File: src/rtl/edl_pkg.sv
// ----------------------------------------------------------------------------
// edl_pkg
// shared types, codes and constants for the exact limb divider
// ----------------------------------------------------------------------------
package edl_pkg;

   localparam int LIMB_BITS_DEFAULT = 64;   // default limb width
   localparam int LIMB_PORT_WIDTH   = 64;   // width of the data ports
   localparam int SEL_WIDTH         = 2;    // divisor select register
   localparam int CARRY_WIDTH       = 4;    // running carry, never above 8
   localparam int DIV_WIDTH         = 4;    // divisor value, at most 9

   // divisor select codes
   localparam logic [SEL_WIDTH-1:0] SEL_DIV3  = 2'd0;
   localparam logic [SEL_WIDTH-1:0] SEL_DIV5  = 2'd1;
   localparam logic [SEL_WIDTH-1:0] SEL_DIV9  = 2'd2;
   localparam logic [SEL_WIDTH-1:0] SEL_ALIAS = 2'd3;

   localparam logic [DIV_WIDTH-1:0] DIV_THREE = 4'd3;
   localparam logic [DIV_WIDTH-1:0] DIV_FIVE  = 4'd5;
   localparam logic [DIV_WIDTH-1:0] DIV_NINE  = 4'd9;

   typedef enum logic [1:0] {
      ST_IDLE,
      ST_SHIFT,
      ST_DONE
   } edl_state_type;

   // top level to serial unit
   typedef struct packed {
      logic start;   // load a new limb
      logic take;    // finished result moved to the output register
   } edl_ctrl_type;

   // serial unit to top level
   typedef struct packed {
      logic busy;    // limb in flight or result not yet taken
      logic done;    // quotient and carry are final
   } edl_status_type;

   // odd divisor for a select code; the spare code behaves as divide by 3
   function automatic logic [DIV_WIDTH-1:0] edl_divisor(input logic [SEL_WIDTH-1:0] sel);
      logic [DIV_WIDTH-1:0] d;
      unique case (sel)
         SEL_DIV3:  d = DIV_THREE;
         SEL_DIV5:  d = DIV_FIVE;
         SEL_DIV9:  d = DIV_NINE;
         SEL_ALIAS: d = DIV_THREE;
         default:   d = DIV_THREE;
      endcase
      return d;
   endfunction

endpackage

File: src/rtl/edl_serial_div.sv
// ----------------------------------------------------------------------------
// edl_serial_div
// bit-serial exact division of one limb by a small odd divisor
// ----------------------------------------------------------------------------
module edl_serial_div #(
   parameter int LIMB_BITS = edl_pkg::LIMB_BITS_DEFAULT
) (
   input  logic                            clock,
   input  logic                            reset,
   input  edl_pkg::edl_ctrl_type           ctrl,
   input  logic [LIMB_BITS-1:0]            limb,
   input  logic [edl_pkg::DIV_WIDTH-1:0]   divisor,
   input  logic [edl_pkg::CARRY_WIDTH-1:0] carry_in,
   output edl_pkg::edl_status_type         status,
   output logic [LIMB_BITS-1:0]            quotient,
   output logic [edl_pkg::CARRY_WIDTH-1:0] carry_out
);
   import edl_pkg::*;

   localparam int CNT_W = $clog2(LIMB_BITS);
   localparam logic [CNT_W-1:0] CNT_LAST = CNT_W'(LIMB_BITS - 1);

   edl_state_type state_ff, state_in;

   logic [LIMB_BITS-1:0]   x_ff, x_in;
   logic [LIMB_BITS-1:0]   q_ff, q_in;
   logic [CARRY_WIDTH-1:0] acc_ff, acc_in;
   logic [DIV_WIDTH-1:0]   d_ff, d_in;
   logic [CNT_W-1:0]       cnt_ff, cnt_in;

   logic                   q_bit;
   logic [CARRY_WIDTH:0]   step_sum;
   logic                   shift_en;

   // one quotient bit per cycle: pick the bit that makes acc + q*d - x even
   always_comb begin
      q_bit    = x_ff[0] ^ acc_ff[0];
      step_sum = {1'b0, acc_ff}
               + (q_bit ? {1'b0, d_ff} : '0)
               - {{CARRY_WIDTH{1'b0}}, x_ff[0]};
   end

   // next state
   always_comb begin
      state_in = state_ff;
      unique case (state_ff)
         ST_IDLE:  if (ctrl.start) state_in = ST_SHIFT;
         ST_SHIFT: if (cnt_ff == CNT_LAST) state_in = ST_DONE;
         ST_DONE:  if (ctrl.take) state_in = ST_IDLE;
         default:  state_in = ST_IDLE;
      endcase
   end

   // outputs
   always_comb begin
      status.busy = 1'b0;
      status.done = 1'b0;
      shift_en    = 1'b0;
      unique case (state_ff)
         ST_IDLE:  ;
         ST_SHIFT: begin
            status.busy = 1'b1;
            shift_en    = 1'b1;
         end
         ST_DONE:  begin
            status.busy = 1'b1;
            status.done = 1'b1;
         end
         default:  ;
      endcase
   end

   // datapath
   always_comb begin
      x_in   = x_ff;
      q_in   = q_ff;
      acc_in = acc_ff;
      d_in   = d_ff;
      cnt_in = cnt_ff;
      if (ctrl.start && (state_ff == ST_IDLE)) begin
         x_in   = limb;
         acc_in = carry_in;
         d_in   = divisor;
         cnt_in = '0;
      end else if (shift_en) begin
         x_in   = {1'b0, x_ff[LIMB_BITS-1:1]};
         q_in   = {q_bit, q_ff[LIMB_BITS-1:1]};
         acc_in = step_sum[CARRY_WIDTH:1];
         cnt_in = cnt_ff + 1'b1;
      end
   end

   always_ff @(posedge clock) begin
      if (reset) begin
         state_ff <= ST_IDLE;
      end else begin
         state_ff <= state_in;
      end
   end

   always_ff @(posedge clock) begin
      x_ff   <= x_in;
      q_ff   <= q_in;
      acc_ff <= acc_in;
      d_ff   <= d_in;
      cnt_ff <= cnt_in;
   end

   assign quotient  = q_ff;
   assign carry_out = acc_ff;

endmodule

File: src/rtl/exact_divide_limbs_by_small_constant_core.sv
// ----------------------------------------------------------------------------
// exact_divide_limbs_by_small_constant_core
// exact division of a multi-limb unsigned number by 3, 5 or 9
// ----------------------------------------------------------------------------
// Limbs enter least significant first on the req stream, one per word, and
// the quotient limb at the same position leaves on the rsp stream with tlast
// copied through. csr_wdata picks the divisor (0: 3, 1: 5, 2: 9, 3: 3) and is
// sampled when a limb is accepted. The dividend is expected to be divisible;
// otherwise the quotient limbs are those of the usual modular-inverse
// recurrence and the leftover carry is dropped after tlast. Each limb runs
// through a bit-serial divider that produces one quotient bit per clock,
// and the finished quotient is then handed off to the rsp register; the
// next limb is taken once the previous quotient has moved into the rsp
// register, which may still be waiting on rsp_tready, so a new limb is
// not taken while the last one is in flight, and a full rsp register
// holds up the hand-off. Only the low LIMB_BITS bits of req_tdata are used
// and rsp_tdata is zero above them.
// No clearing pass after reset.
// ----------------------------------------------------------------------------
module exact_divide_limbs_by_small_constant_core #(
   parameter int LIMB_BITS = edl_pkg::LIMB_BITS_DEFAULT
) (
   input  logic                                clock,
   input  logic                                reset,
   // input words
   input  logic                                req_tvalid,
   output logic                                req_tready,
   input  logic [edl_pkg::LIMB_PORT_WIDTH-1:0] req_tdata,   // limb
   input  logic                                req_tlast,   // last
   // result words
   output logic                                rsp_tvalid,
   input  logic                                rsp_tready,
   output logic [edl_pkg::LIMB_PORT_WIDTH-1:0] rsp_tdata,   // quotient_limb
   output logic                                rsp_tlast,   // last_out
   // divisor select register
   input  logic                                csr_we,
   input  logic [edl_pkg::SEL_WIDTH-1:0]       csr_wdata    // divisor_select
);
   import edl_pkg::*;

   edl_ctrl_type   ctrl;
   edl_status_type status;

   logic [SEL_WIDTH-1:0]       sel_ff, sel_in;
   logic [CARRY_WIDTH-1:0]     carry_ff, carry_in;
   logic                       last_ff, last_in;
   logic                       rsp_valid_ff, rsp_valid_in;
   logic [LIMB_PORT_WIDTH-1:0] rsp_data_ff, rsp_data_in;
   logic                       rsp_last_ff, rsp_last_in;

   logic [LIMB_BITS-1:0]       quotient;
   logic [CARRY_WIDTH-1:0]     carry_out;

   // a limb is loaded whenever the serial unit is free
   assign req_tready = !status.busy;
   assign ctrl.start = req_tvalid && req_tready;
   // finished quotient moves on once the rsp register is empty or draining
   assign ctrl.take  = status.done && (!rsp_valid_ff || rsp_tready);

   edl_serial_div #(
      .LIMB_BITS (LIMB_BITS)
   ) u_serial (
      .clock     (clock),
      .reset     (reset),
      .ctrl      (ctrl),
      .limb      (req_tdata[LIMB_BITS-1:0]),
      .divisor   (edl_divisor(sel_ff)),
      .carry_in  (carry_ff),
      .status    (status),
      .quotient  (quotient),
      .carry_out (carry_out)
   );

   always_comb begin
      sel_in       = csr_we ? csr_wdata : sel_ff;
      last_in      = ctrl.start ? req_tlast : last_ff;
      carry_in     = carry_ff;
      rsp_valid_in = rsp_valid_ff;
      rsp_data_in  = rsp_data_ff;
      rsp_last_in  = rsp_last_ff;
      if (ctrl.take) begin
         // carry restarts from zero after the top limb of a number
         carry_in     = last_ff ? '0 : carry_out;
         rsp_valid_in = 1'b1;
         rsp_data_in  = LIMB_PORT_WIDTH'(quotient);
         rsp_last_in  = last_ff;
      end else if (rsp_tready) begin
         rsp_valid_in = 1'b0;
      end
   end

   always_ff @(posedge clock) begin
      if (reset) begin
         sel_ff       <= SEL_DIV3;
         carry_ff     <= '0;
         rsp_valid_ff <= 1'b0;
      end else begin
         sel_ff       <= sel_in;
         carry_ff     <= carry_in;
         rsp_valid_ff <= rsp_valid_in;
      end
   end

   // payload, no reset needed
   always_ff @(posedge clock) begin
      last_ff     <= last_in;
      rsp_data_ff <= rsp_data_in;
      rsp_last_ff <= rsp_last_in;
   end

   assign rsp_tvalid = rsp_valid_ff;
   assign rsp_tdata  = rsp_data_ff;
   assign rsp_tlast  = rsp_last_ff;

endmodule

File: config.mk
export PLATFORM = sky130hd
export DESIGN_NAME = exact_divide_limbs_by_small_constant_core
export DESIGN_NICKNAME = d
export VERILOG_FILES = /design/src/rtl/edl_pkg.sv /design/src/rtl/edl_serial_div.sv /design/src/rtl/exact_divide_limbs_by_small_constant_core.sv
export SDC_FILE = /design/constraint.sdc
export NUM_CORES = 1
export LEC_CHECK = 0
export ABC_AREA = 0
export BUFFER_PORTS_ARGS = -buffer_cell sky130_fd_sc_hd__buf_2
export CAP_MARGIN = 20
export CORE_ASPECT_RATIO = 1.5
export CORE_MARGIN = 3
export CORE_UTILIZATION = 59
export CTS_CLUSTER_SIZE = 20
export DETAILED_ROUTE_END_ITERATION = 10
export GPL_TIMING_DRIVEN = 0
export MAX_ROUTING_LAYER = met4
export PLACE_DENSITY_LB_ADDON = 0.25
export RECOVER_POWER = 100
export SKIP_LAST_GASP = 1
export SLEW_MARGIN = 5
export SYNTH_ARGS = -nofsm -noshare
export SYNTH_HDL_FRONTEND = slang
export SYNTH_SLANG_ARGS = --single-unit
File: constraint.sdc
create_clock -name clock -period 8 [get_ports clock]
set_input_delay 0.4 -clock clock [delete_from_list [all_inputs] [get_ports clock]]
set_output_delay 0.4 -clock clock [all_outputs]
set_load 0.02 [all_outputs]
* After elaboration in Yosys (flattened, before gate mapping)
Cells that the tools add are included.
** Word-level totals
- Flip-flop bits (word level) :: 217
- Input bits :: 72
- Output and inout port bits :: 67
- Word-level logic and storage cells :: 56
** Operators by class
- $add $sub $neg :: 3
- Equal/unequal tests :: 9
- Muxes and demuxes :: 16
- Bitwise gates (word level) :: 2
- Reduce and logical (&&, ||, !) cells :: 14
** Operator list (count)
- two-way mux 64 bit :: 2
- two-way mux 4 bit :: 4
- one-hot mux 4 bit (3 select lines) :: 1
- adder 6 x 1 -> 6 bit, second input constant :: 1
- == test 2 bit, second input constant :: 3
- == test 6 bit, second input constant :: 1
- two-way mux 2 bit :: 3
- one-hot mux 2 bit (3 select lines) :: 1
- adder 4 x 5 -> 5 bit :: 1
- two-way mux 1 bit :: 5
- subtractor 5 x 1 -> 5 bit :: 1
- == test 2 x 1 -> 1 bit, second input constant :: 2
- zero test 2 bit :: 2
- != test 2 bit, second input constant :: 2
- nonzero test 2 bit :: 2
- OR reduction 2 bit :: 2
- logical AND 1 bit :: 3
- AND reduction 3 bit :: 1
- zero test 1 bit :: 2
- != test 2 x 1 -> 1 bit, second input constant :: 1
- AND reduction 2 bit :: 1
- logical OR 1 bit :: 1
- inverter 1 bit :: 1
- XOR 1 bit :: 1

* Logic depth before layout (Yosys ltp)
Gate-level depths: netlist of the first run.
- Depth after elaboration :: 8
- Mapped depth :: 11
- Mapped depth without buffers :: 11

* By module
Synthesis of the first run repeated with hierarchy kept, for this count alone.
** Unflattened totals
- Cells, all modules :: 530
- Area, all modules :: 7892.6 um2
** Modules (own cells, without submodules)
- edl_serial_div :: instances 1, cells each 429, area each 5592.9 um2, seq. area each 4244.1 um2
- exact_divide_limbs_by_small_constant_core :: instances 1, cells each 101, area each 2299.7 um2, seq. area each 2122.0 um2

* Least setup slack after synthesis of the first run
OpenSTA, ideal clock, no wires.
- Kind :: flip-flop to flip-flop
- Start point :: register u_serial.state_ff[1]
- End point :: register u_serial.acc_ff[0] (netlist: u_serial.carry_out[0]), enable pin
- Setup time :: 438 ps
- Data arrival time :: 4102 ps
- Data required time :: 7562 ps
- Slack :: 3460 ps
- Cell stages (with the launch flop) :: 5
- Path buffers :: 1
- Period minus slack after synthesis :: 4540 ps
- Path through :: dfxtp_1 inv_1 ha_1 buf_2 nand2b_1
** On the way
- Cells in the longest elaborated chain, start to end :: 7
- Elaborated cells between the ends (all ways) :: 10
- Those cells by class :: eq/ne (2); mux (2); reduce/logical (6)
** Ends and longest elaborated chain
- start, declared :: RTL line edl_serial_div.sv:23 : edl_state_type state_ff, state_in;
- start signal, assigned :: RTL line edl_serial_div.sv:97 : state_ff <= state_in;
- == test 2 x 1 -> 1 bit / == test 2 bit (equally long branches) :: RTL line edl_serial_div.sv:59 : unique case (state_ff)
- OR reduction 2 bit (no source line)
- two-way mux 1 bit :: RTL line edl_serial_div.sv:59
- zero test 1 bit :: RTL line exact_divide_limbs_by_small_constant_core.sv:55 : assign req_tready = !status.busy;
- logical AND 1 bit :: RTL line exact_divide_limbs_by_small_constant_core.sv:56 : assign ctrl.start = req_tvalid && req_tready;
- logical AND 1 bit :: RTL line edl_serial_div.sv:80 : if (ctrl.start && (state_ff == ST_IDLE)) begin
- nonzero test 2 bit (no source line) (*)
- end signal, assigned :: RTL line edl_serial_div.sv:104 : acc_ff <= acc_in;
- end, declared :: RTL line edl_serial_div.sv:27 : logic [CARRY_WIDTH-1:0] acc_ff, acc_in;
Every way passes the cells marked *; elsewhere a longest branch is shown, timed or not.
A chain may end at the register's enable or synchronous reset.

* Worst setup path in the final report of the first run
- Start point :: register u_serial.state_ff[1]
- End point :: register u_serial.x_ff[23], enable pin
** On the way
- Cells in the longest elaborated chain, start to end :: 7
- Elaborated cells between the ends (all ways) :: 10
- Those cells by class :: eq/ne (2); mux (2); reduce/logical (6)
** Ends and longest elaborated chain
- == test 2 x 1 -> 1 bit / == test 2 bit (equally long branches) :: RTL line edl_serial_div.sv:59
- OR reduction 2 bit (no source line)
- two-way mux 1 bit :: RTL line edl_serial_div.sv:59
- zero test 1 bit :: RTL line exact_divide_limbs_by_small_constant_core.sv:55
- logical AND 1 bit :: RTL line exact_divide_limbs_by_small_constant_core.sv:56
- logical AND 1 bit :: RTL line edl_serial_div.sv:80
- nonzero test 2 bit (no source line) (*)
- end signal, assigned :: RTL line edl_serial_div.sv:102 : x_ff <= x_in;
- end, declared :: RTL line edl_serial_div.sv:25 : logic [LIMB_BITS-1:0] x_ff, x_in;
Marks and branches as above.

==> metrics.md, run 1 <==
| Metric | Value |
|---|---|
| Status | `finished, violations left` |
| Violated checks | `capacitance limit, slew limit` |
| Wire length of the first global-routing pass | `21,530 microns` |
| Share of the synthesized netlist area taken by xor and xnor gates | `0.6706%` |
| Global route hottest layer | `met2` |
| Depth of the CTS H-tree | `1` |
| Synthesis-stage register bit count | `216` |
| Setup Buffers After CTS | `0` |
| Pin count of the biggest net entering global routing | `69` |
| Clock root buffer | `clkbuf_16` |
| Area taken by flip-flops and latches | `6336 sq um` |
| Power per standard cell area | `376.9 nW/um^2` |
| Unique masters post-synth | `31` |
| Synthesized net count | `617` |
| Total of hold buffers inserted after clock tree synthesis | `0` |
| Clock skew | `0.009134 ns` |
| Post-layout minimum cycle time | `4.182 ns` |
| Sequential element share of the synthesized area | `80.86%` |
| Arrival @ worst endpoint | `between 4 and 5 ns` |
| Cell Area, Synth | `7836 sq um` |
| Peak supply drop | `0.3382 mV` |
| Startpoint Class | `flip-flop` |
| Setup violation total in the final timing report | `0` |
| Max-cap viol count | `2` |
| Die width | `100.1 microns` |
| Layout Area Growth over Synthesis | `17.71%` |
| Inserted Diodes | `0` |
| Number of standard-cell rows in the floorplan | `50` |
| Max transition margin | `-89.62%` |
| Data required, critical path | `8.10 ns` |
| Final number of hold-violating endpoints | `0` |
| Initial DRC Count | `250` |
| Post-cts repair resize count | `0` |
| Grt met1 use | `25.11%` |
| Worst hold-check path type | `input port to flip-flop` |
| Number of nets in the finished design | `776` |
| Final wirelength | `13,220 microns` |
| Ratio of cells with drive above 1 in the final layout | `between 10% and 20%` |
| Worst Reg-to-Reg Cells | `4` |
| Pleak | `~3.6 nW` |
| Port bufs | `137` |
| Worst setup path class | `flip-flop to flip-flop` |
| First-pass iteration count of the detailed router | `5` |
| Routed Antenna Nets | `0` |
| Filler Cells Inserted | `a little over 900` |
| Met2 Usage GRT | `29.65%` |
| Total core area | `12,760 sq um` |
| Effective utilization at floorplan | `61.40%` |
| GRT met3 Usage | `2.850%` |
| Final critical-path share of the clock period | `between 50% and 60%` |
| RePlAce Congestion | `~0.8` |
| Sink Count | `216` |
| Total clock buffers created by CTS | `19` |
| Critical path capture point type | `flip-flop` |
| Clk Latency, worst-skew pair | `between 0.4 and 0.5 ns` |
| Unrepaired setup endpoints after global routing | `no` |
| Adder and majority cell fraction of the synthesized area | `2.491%` |
| Utilization of the core after routing | `72.27%` |
| Vertical extent of the die | `147.1 microns` |
| DR WL/cell | `about 15 microns` |
| Sum Neg Setup Slack | `0 ns` |
| Share of synthesized area spent on multiplexers | `0.5109%` |
| Post-route DRC | `0` |
| Count of yosys warnings during synthesis | `0` |
| Longest Clk Path Bufs | `3` |
| Fraction of the mapped netlist area in simple logic gates | `12.15%` |
| Dominant combinational cell family by area after synthesis | `simple AND/OR/NAND/NOR gates` |
| Max-slew violation count | `106` |
| Vias in the first global route | `around 4,500` |
| Worst Max-Slew Pin Slew | `2.844 ns` |
| Detailed-route via count | `4,396` |
| Total Routing Usage GR | `about a fifth` |
| Antenna violations before repair | `0` |
| Hold Path Cell Cnt | `1` |
| Worst-path maximum fanout | `68` |
| Post-DP HPWL | `8580 microns` |
| Grt ovf | `0` |
| Multi-input combinational cell area | `1326 sq um` |
| Post-Syn Area per Cell | `14.79 sq um` |
| Total Die Area | `14,730 sq um` |
| Vias per cell | `5.130` |
| Number of top-level pins | `139` |
| F_max | `0.2391 GHz` |
| Synthesized-area fraction occupied by ao, oa, aoi and oai cells | `1.166%` |
| Synthesized netlist cell count | `530` |
| CTS clk-pin slew, worst paths | `0.07 ns` |
| TritonCTS clock tree | `done` |
## metrics by stage
step	cells	setup slack [ns]	instance area [sq um]	total power, W	hold slack [ns]
after floorplan	530	3.460	7836	0.002390	0.4003
after detailed placement	824	5.257	8757	0.002607	0.4146
final	857	3.818	9224	0.003476	0.09833
after global placement	823	2.249	8717	0.002578	0.4142
after global routing	857	3.458	9224	0.003695	0.08651
after CTS	857	5.276	9368	0.003512	0.08512
## cell usage in the layout, fill, tap and decap left out
cell type,synthesis,final
nand2_1,205,205
edfxtp_1,201,201
clkbuf_1,7,88
buf_2,9,70
inv_1,21,21
clkbuf_16,0,19
dfxtp_1,15,15
ha_1,14,14
nor2_1,11,11
a21oi_1,9,9
or3_1,5,5
o21ai_0,4,4
xor2_1,4,4
mux2i_1,4,4
clkinv_4,0,3
nand2b_4,1,2
nor2b_1,2,2
xnor2_1,2,2
nand4_1,2,2
clkinv_1,0,2
inv_6,0,2
bufinv_16,0,2
nor2b_4,1,1
nand3b_1,0,1
buf_4,1,1
nor4b_1,1,1
nor3_1,1,1
a21o_1,1,1
nand3_1,1,1
or2_2,1,1
o2bb2ai_1,1,1
o211a_1,1,1
and3_1,1,1
fa_1,1,1
clkinvlp_4,0,1
clkinv_2,0,1
## power by group
group / switching, W / leakage [nW] / internal [W]
Combinational: 0.000514 / 1.29 / 0.000238
Sequential: 0.0000987 / 1.99 / 0.00173
Clock: 0.000387 / 0.295 / 0.000508
Total: 0.00100 / 3.58 / 0.00248
## worst paths after layout
check / start / end / slack [ns]
max: u_serial.state_ff[1] / u_serial.x_ff[23] / 3.82
min: req_tlast / last_ff / 0.1
max reg2reg: u_serial.state_ff[1] / u_serial.x_ff[23] / 3.82
min reg2reg: u_serial.quotient[0] / rsp_tdata[0] / 0.43
## synth_stat cells
library cell	number	area [sq um]
nand3_1	1	5.000
nor2b_1	2	12.51
nor3_1	1	5.000
or2_2	1	6.260
edfxtp_1	201	6036
nor4b_1	1	8.760
or3_1	5	31.28
and3_1	1	6.260
fa_1	1	20.02
buf_6	1	11.26
nand4_1	2	12.51
nor2_1	11	41.29
o211a_1	1	10.01
a21o_1	1	7.510
xnor2_1	2	17.52
nand2_1	205	769.5
o21ai_0	4	20.02
buf_4	1	7.510
buf_2	9	45.04
ha_1	14	175.2
nand2b_1	1	6.260
xor2_1	4	35.03
nor2b_4	1	13.76
o2bb2ai_1	1	8.760
clkbuf_1	7	26.28
nand3b_4	1	20.02
dfxtp_1	15	300.3
a21oi_1	9	45.04
mux2i_1	4	40.04
inv_1	21	78.83
nand2b_4	1	13.76
## sequential cells by signal, indices dropped and copies added (netlist names)
register            cells
u_serial.state_ff       2
sel_ff                  2
u_serial.carry_out      4
u_serial.x_ff          64
rsp_tvalid              1
u_serial.cnt_ff         6
last_ff                 1
rsp_tlast               1
rsp_tdata              64
u_serial.d_ff           3
u_serial.quotient      64
carry_ff                4
## layer usage
metal / routed length (microns) / vias to the layer above
met5: 0 / -
met4: 360 / 0
met3: 943 / 32
met2: 6328 / 157
met1: 5591 / 2071
li1: - / 2136
## logic make-up after synthesis
group                      Yosys count
and+or+nand+nor                    234
DFF                                216
buffers and inverters               39
AOI/OAI and AO/OA                   16
adders and majority gates           15
xor gates and xnor gates             6
muxes                                4
## critical path: stages, from the launching register on
cell and delay, ns:
dfxtp_1 0.31, inv_1 0.12, ha_1 2.10, clkbuf_1 0.42
nand2b_4 0.79
## area by class of cell
type	instances	area share (%)
Tap cell	156	2.116
Timing Repair Buffer	138	6.565
Clock buffer	22	5.277
Inverter	21	0.8546
Sequential cell	216	68.69
Multi-Input combinational cell	275	14.38
Buffer	18	0.7732
Clock inverter	11	1.343
(Power assumes the default switching activity.)
==> run 2, diff against run 1 <==
Settings changed: ABC_AREA 0 to 1, CORE_UTILIZATION 59 to 50.
Clock period 8 ns to 3.4 ns, I/O delays scaled along.
==> metrics.md, run 2 <==
| Metric | Value |
|---|---|
| Max-cap viol count | `1 (-1)` |
| Setup violation total in the final timing report | `0 (unchanged)` |
| Pin count of the biggest net entering global routing | `70 (+1.4%)` |
| Placed insts | `888 (+7.8%)` |
| CTS clk-pin slew, worst paths | `0.06 ns (about the same)` |
| Ratio of cells with drive above 1 in the final layout | `14.30% (-0.39 points)` |
| Pleak | `3.883 nW (+8.6%)` |
| Longest Clk Path Bufs | `3 (unchanged)` |
| Max transition margin | `-11.08% (+79 points)` |
| Total clock buffers created by CTS | `21 (+2)` |
| Post-layout minimum cycle time | `2.742 ns (-1.440 ns)` |
| Number of nets in the finished design | `870 (+12%)` |
| Most used cells in the layout excluding fill and tap cells | `nand2_1, edfxtp_1, clkbuf_1, buf_2, dlygate4sd3_1` |
| Global route hottest layer | `met2` |
| Peak supply drop | `0.5543 mV (+64%)` |
| Critical path capture point type | `flip-flop` |
| Post-route DRC | `0 (unchanged)` |
| Post-cts repair resize count | `0 (unchanged)` |
| Final critical-path share of the clock period | `80.64% (+28 points)` |
| Unique masters post-synth | `22 (-29%)` |
| Area share of the largest cell type after synthesis | `76.79% (-0.23 points)` |
| Total Die Area | `17,290 sq um (+17%)` |
| Vias per cell | `4.951 (-3.5%)` |
| Count of yosys warnings during synthesis | `0 (unchanged)` |
| Vertical extent of the die | `159.6 microns (+8.4%)` |
| CP max stage cell | `nand2_4` |
| RePlAce Congestion | `0.7723 (-5.4%)` |
| Main synth FF type | `edfxtp_1` |
| DR WL/cell | `15.34 microns (-0.58%)` |
| Status | `finished, violations left` |
| F_max | `0.3647 GHz (+53%)` |
| Area taken by flip-flops and latches | `6336 sq um (unchanged)` |
| Total Routing Usage GR | `18.44% (-0.27 points)` |
| Startpoint Class | `flip-flop` |
| Vias in the first global route | `5,225 (+17%)` |
| Depth of the CTS H-tree | `1 (unchanged)` |
| Routed Antenna Nets | `0 (unchanged)` |
| Synthesized net count | `637 (+3.2%)` |
| Clk Latency, worst-skew pair | `0.49 ns (about the same)` |
| Antenna violations before repair | `0 (unchanged)` |
| Total core area | `15,280 sq um (+20%)` |
| Violated checks | `capacitance limit, slew limit` |
| Layout Area Growth over Synthesis | `28.06%` |
| Inserted Diodes | `0 (unchanged)` |
| Synthesized netlist cell count | `550 (+3.8%)` |
| Number of standard-cell rows in the floorplan | `55 (+10%)` |
| Sequential element share of the synthesized area | `80.61% (-0.24 points)` |
| Crit path largest cell delay | `0.48 ns (-1.62 ns)` |
| Initial DRC Count | `229 (-8.4%)` |
| Sink Count | `216 (unchanged)` |
| Power, Total | `0.009338 W (+170%)` |
| Multi-input combinational cell area | `1324 sq um (-0.19%)` |
| Grt ovf | `0 (unchanged)` |
| First-pass iteration count of the detailed router | `6 (+1)` |
| Filler Cells Inserted | `1,130 (+25%)` |
| Cells along the critical path | `inv_1 > ha_1 > inv_1 > nand2_1 > inv_1 > nand2_2 > clkbuf_1 > buf_4 > nand2_4` |
| Worst setup path class | `flip-flop to flip-flop` |
| Total of hold buffers inserted after clock tree synthesis | `71 (+71)` |
| Detailed-route via count | `4,931 (+12%)` |
| TritonCTS clock tree | `done` |
| GRT met3 Usage | `3.002% (+0.15 points)` |
| Grt met1 use | `22.73% (-2.4 points)` |
| Number of top-level pins | `139 (unchanged)` |
| Synthesis-stage register bit count | `216 (unchanged)` |
| Cell taking the most area after synthesis | `edfxtp_1` |
| Worst-path maximum fanout | `68 (unchanged)` |
| Arrival @ worst endpoint | `2.78 ns (-1.50 ns)` |
| Setup Buffers After CTS | `0 (unchanged)` |
| Leading cell type by number of instances after synthesis | `nand2_1` |
| Most frequent cell on the critical path | `inv_1` |
| Unrepaired setup endpoints after global routing | `no` |
| Worst Max-Slew Pin Slew | `1.663 ns (-1.181 ns)` |
| Post-Syn Area per Cell | `14.29 sq um (-3.3%)` |
| Most common cell after layout, fill and taps aside | `nand2_1` |
| Number of enable-type register cells in the synthesized netlist | `201 (unchanged)` |
| Power per standard cell area | `927.7 nW/um^2 (+150%)` |
| Port bufs | `138 (+0.73%)` |
| Met2 Usage GRT | `31.12% (+1.5 points)` |
| Final wirelength | `15,280 microns (+16%)` |
| Die width | `108.4 microns (+8.3%)` |
| Data required, critical path | `3.44 ns (-4.66 ns)` |
| Effective utilization at floorplan | `51.45% (-10 points)` |
| Worst hold-check path type | `input port to flip-flop` |
| Final number of hold-violating endpoints | `0 (unchanged)` |
| Post-DP HPWL | `8871 microns (+3.4%)` |
| Top post-synthesis cells by count | `nand2_1, edfxtp_1, inv_1` |
| Non-filler cells, final | `996 (+16%)` |
| Wire length of the first global-routing pass | `24,830 microns (+15%)` |
| Cell Area, Synth | `7860 sq um (+0.30%)` |
| Ys async rst share | `0% (unchanged)` |
| Clock skew | `0.01303 ns (+0.003897 ns)` |
| Sum Neg Setup Slack | `0 ns (unchanged)` |
| Dominant cells by area after synthesis | `edfxtp_1, nand2_1, dfxtp_1` |
| Clock root buffer | `clkbuf_16` |
| Max-slew violation count | `39 (-63%)` |
[run 2: changes by cell type after synthesis, moves of 4 or more]
cell | before | now
a21oi_1 | 9 | 13
buf_4 | 1 | 7
clkbuf_1 | 7 | 0
inv_1 | 21 | 27
mux2i_1 | 4 | 0
nand2_1 | 205 | 224
nand2_2 | 0 | 4
nand3_1 | 1 | 11
nor2_1 | 11 | 7
or3_1 | 5 | 0
xor2_1 | 4 | 0
[run 2: worst paths after layout]
| check | start | endpoint | slack, ns | cells after the start |
|---|---|---|---|---|
| setup reg to reg | u_serial.state_ff[0] | u_serial.x_ff[55] | 0.66 | 9 |
| hold / removal | req_tlast | last_ff | 0.41 | 2 |
| hold reg to reg | u_serial.quotient[0] | rsp_tdata[0] | 0.43 | 0 |
| setup / recovery | u_serial.state_ff[0] | u_serial.x_ff[55] | 0.66 | 9 |
[run 2: cell type report]
cell class | count | area share (%)
Sequential cell | 216 | 62.95
Timing Repair Buffer | 210 | 13.20
Multi-Input combinational cell | 289 | 13.15
Clock buffer | 24 | 5.333
Tap cell | 199 | 2.474
Clock inverter | 13 | 1.119
Inverter | 30 | 1.119
Buffer | 15 | 0.6588
[run 2: cell families after synthesis]
group                      share of synthesized area [%]
buffers and inverters                              2.770
and+or+nand+nor                                    12.61
adders and majority gates                          2.483
xor gates and xnor gates                          0.1114
DFF                                                80.61
AOI/OAI and AO/OA                                  1.417
[run 2: metrics by stage]
| stage | setup WS, ns | hold slack (ns) | cell area (sq um) | utilization [%] |
|---|---|---|---|---|
| after floorplan | 0.5508 | 0.2391 | 7865 | - |
| after global placement | -0.2023 | 0.3508 | 8805 | 57.63 |
| after detailed placement | 0.8915 | 0.3511 | 8842 | 57.88 |
| after CTS | 0.8802 | 0.3824 | 10200 | 66.78 |
| after global routing | 0.4254 | 0.3919 | 10070 | 65.89 |
| final | 0.6582 | 0.4054 | 10070 | 65.89 |
[run 2: worst max-delay path, delay by kind of cell, from the launching register on]
family	cells	cell delay [ns]
buffers and inverters	5	0.95
DFF	1	0.40
and+or+nand+nor	3	0.64
adders and majority gates	1	0.29
[run 2: metal layers]
| metal | routed length [microns] | part of all wire (%) |
|---|---|---|
| met4 | 363 | 2.4 |
| met3 | 928 | 6.1 |
| met2 | 7895 | 52 |
| met5 | 0 | 0 |
| met1 | 6092 | 40 |
[run 2: power breakdown]
part / internal, W / switching [W]
sequential: 0.00430 / 0.000288
combinational: 0.000756 / 0.00179
clock: 0.00128 / 0.000923
total: 0.00634 / 0.00300
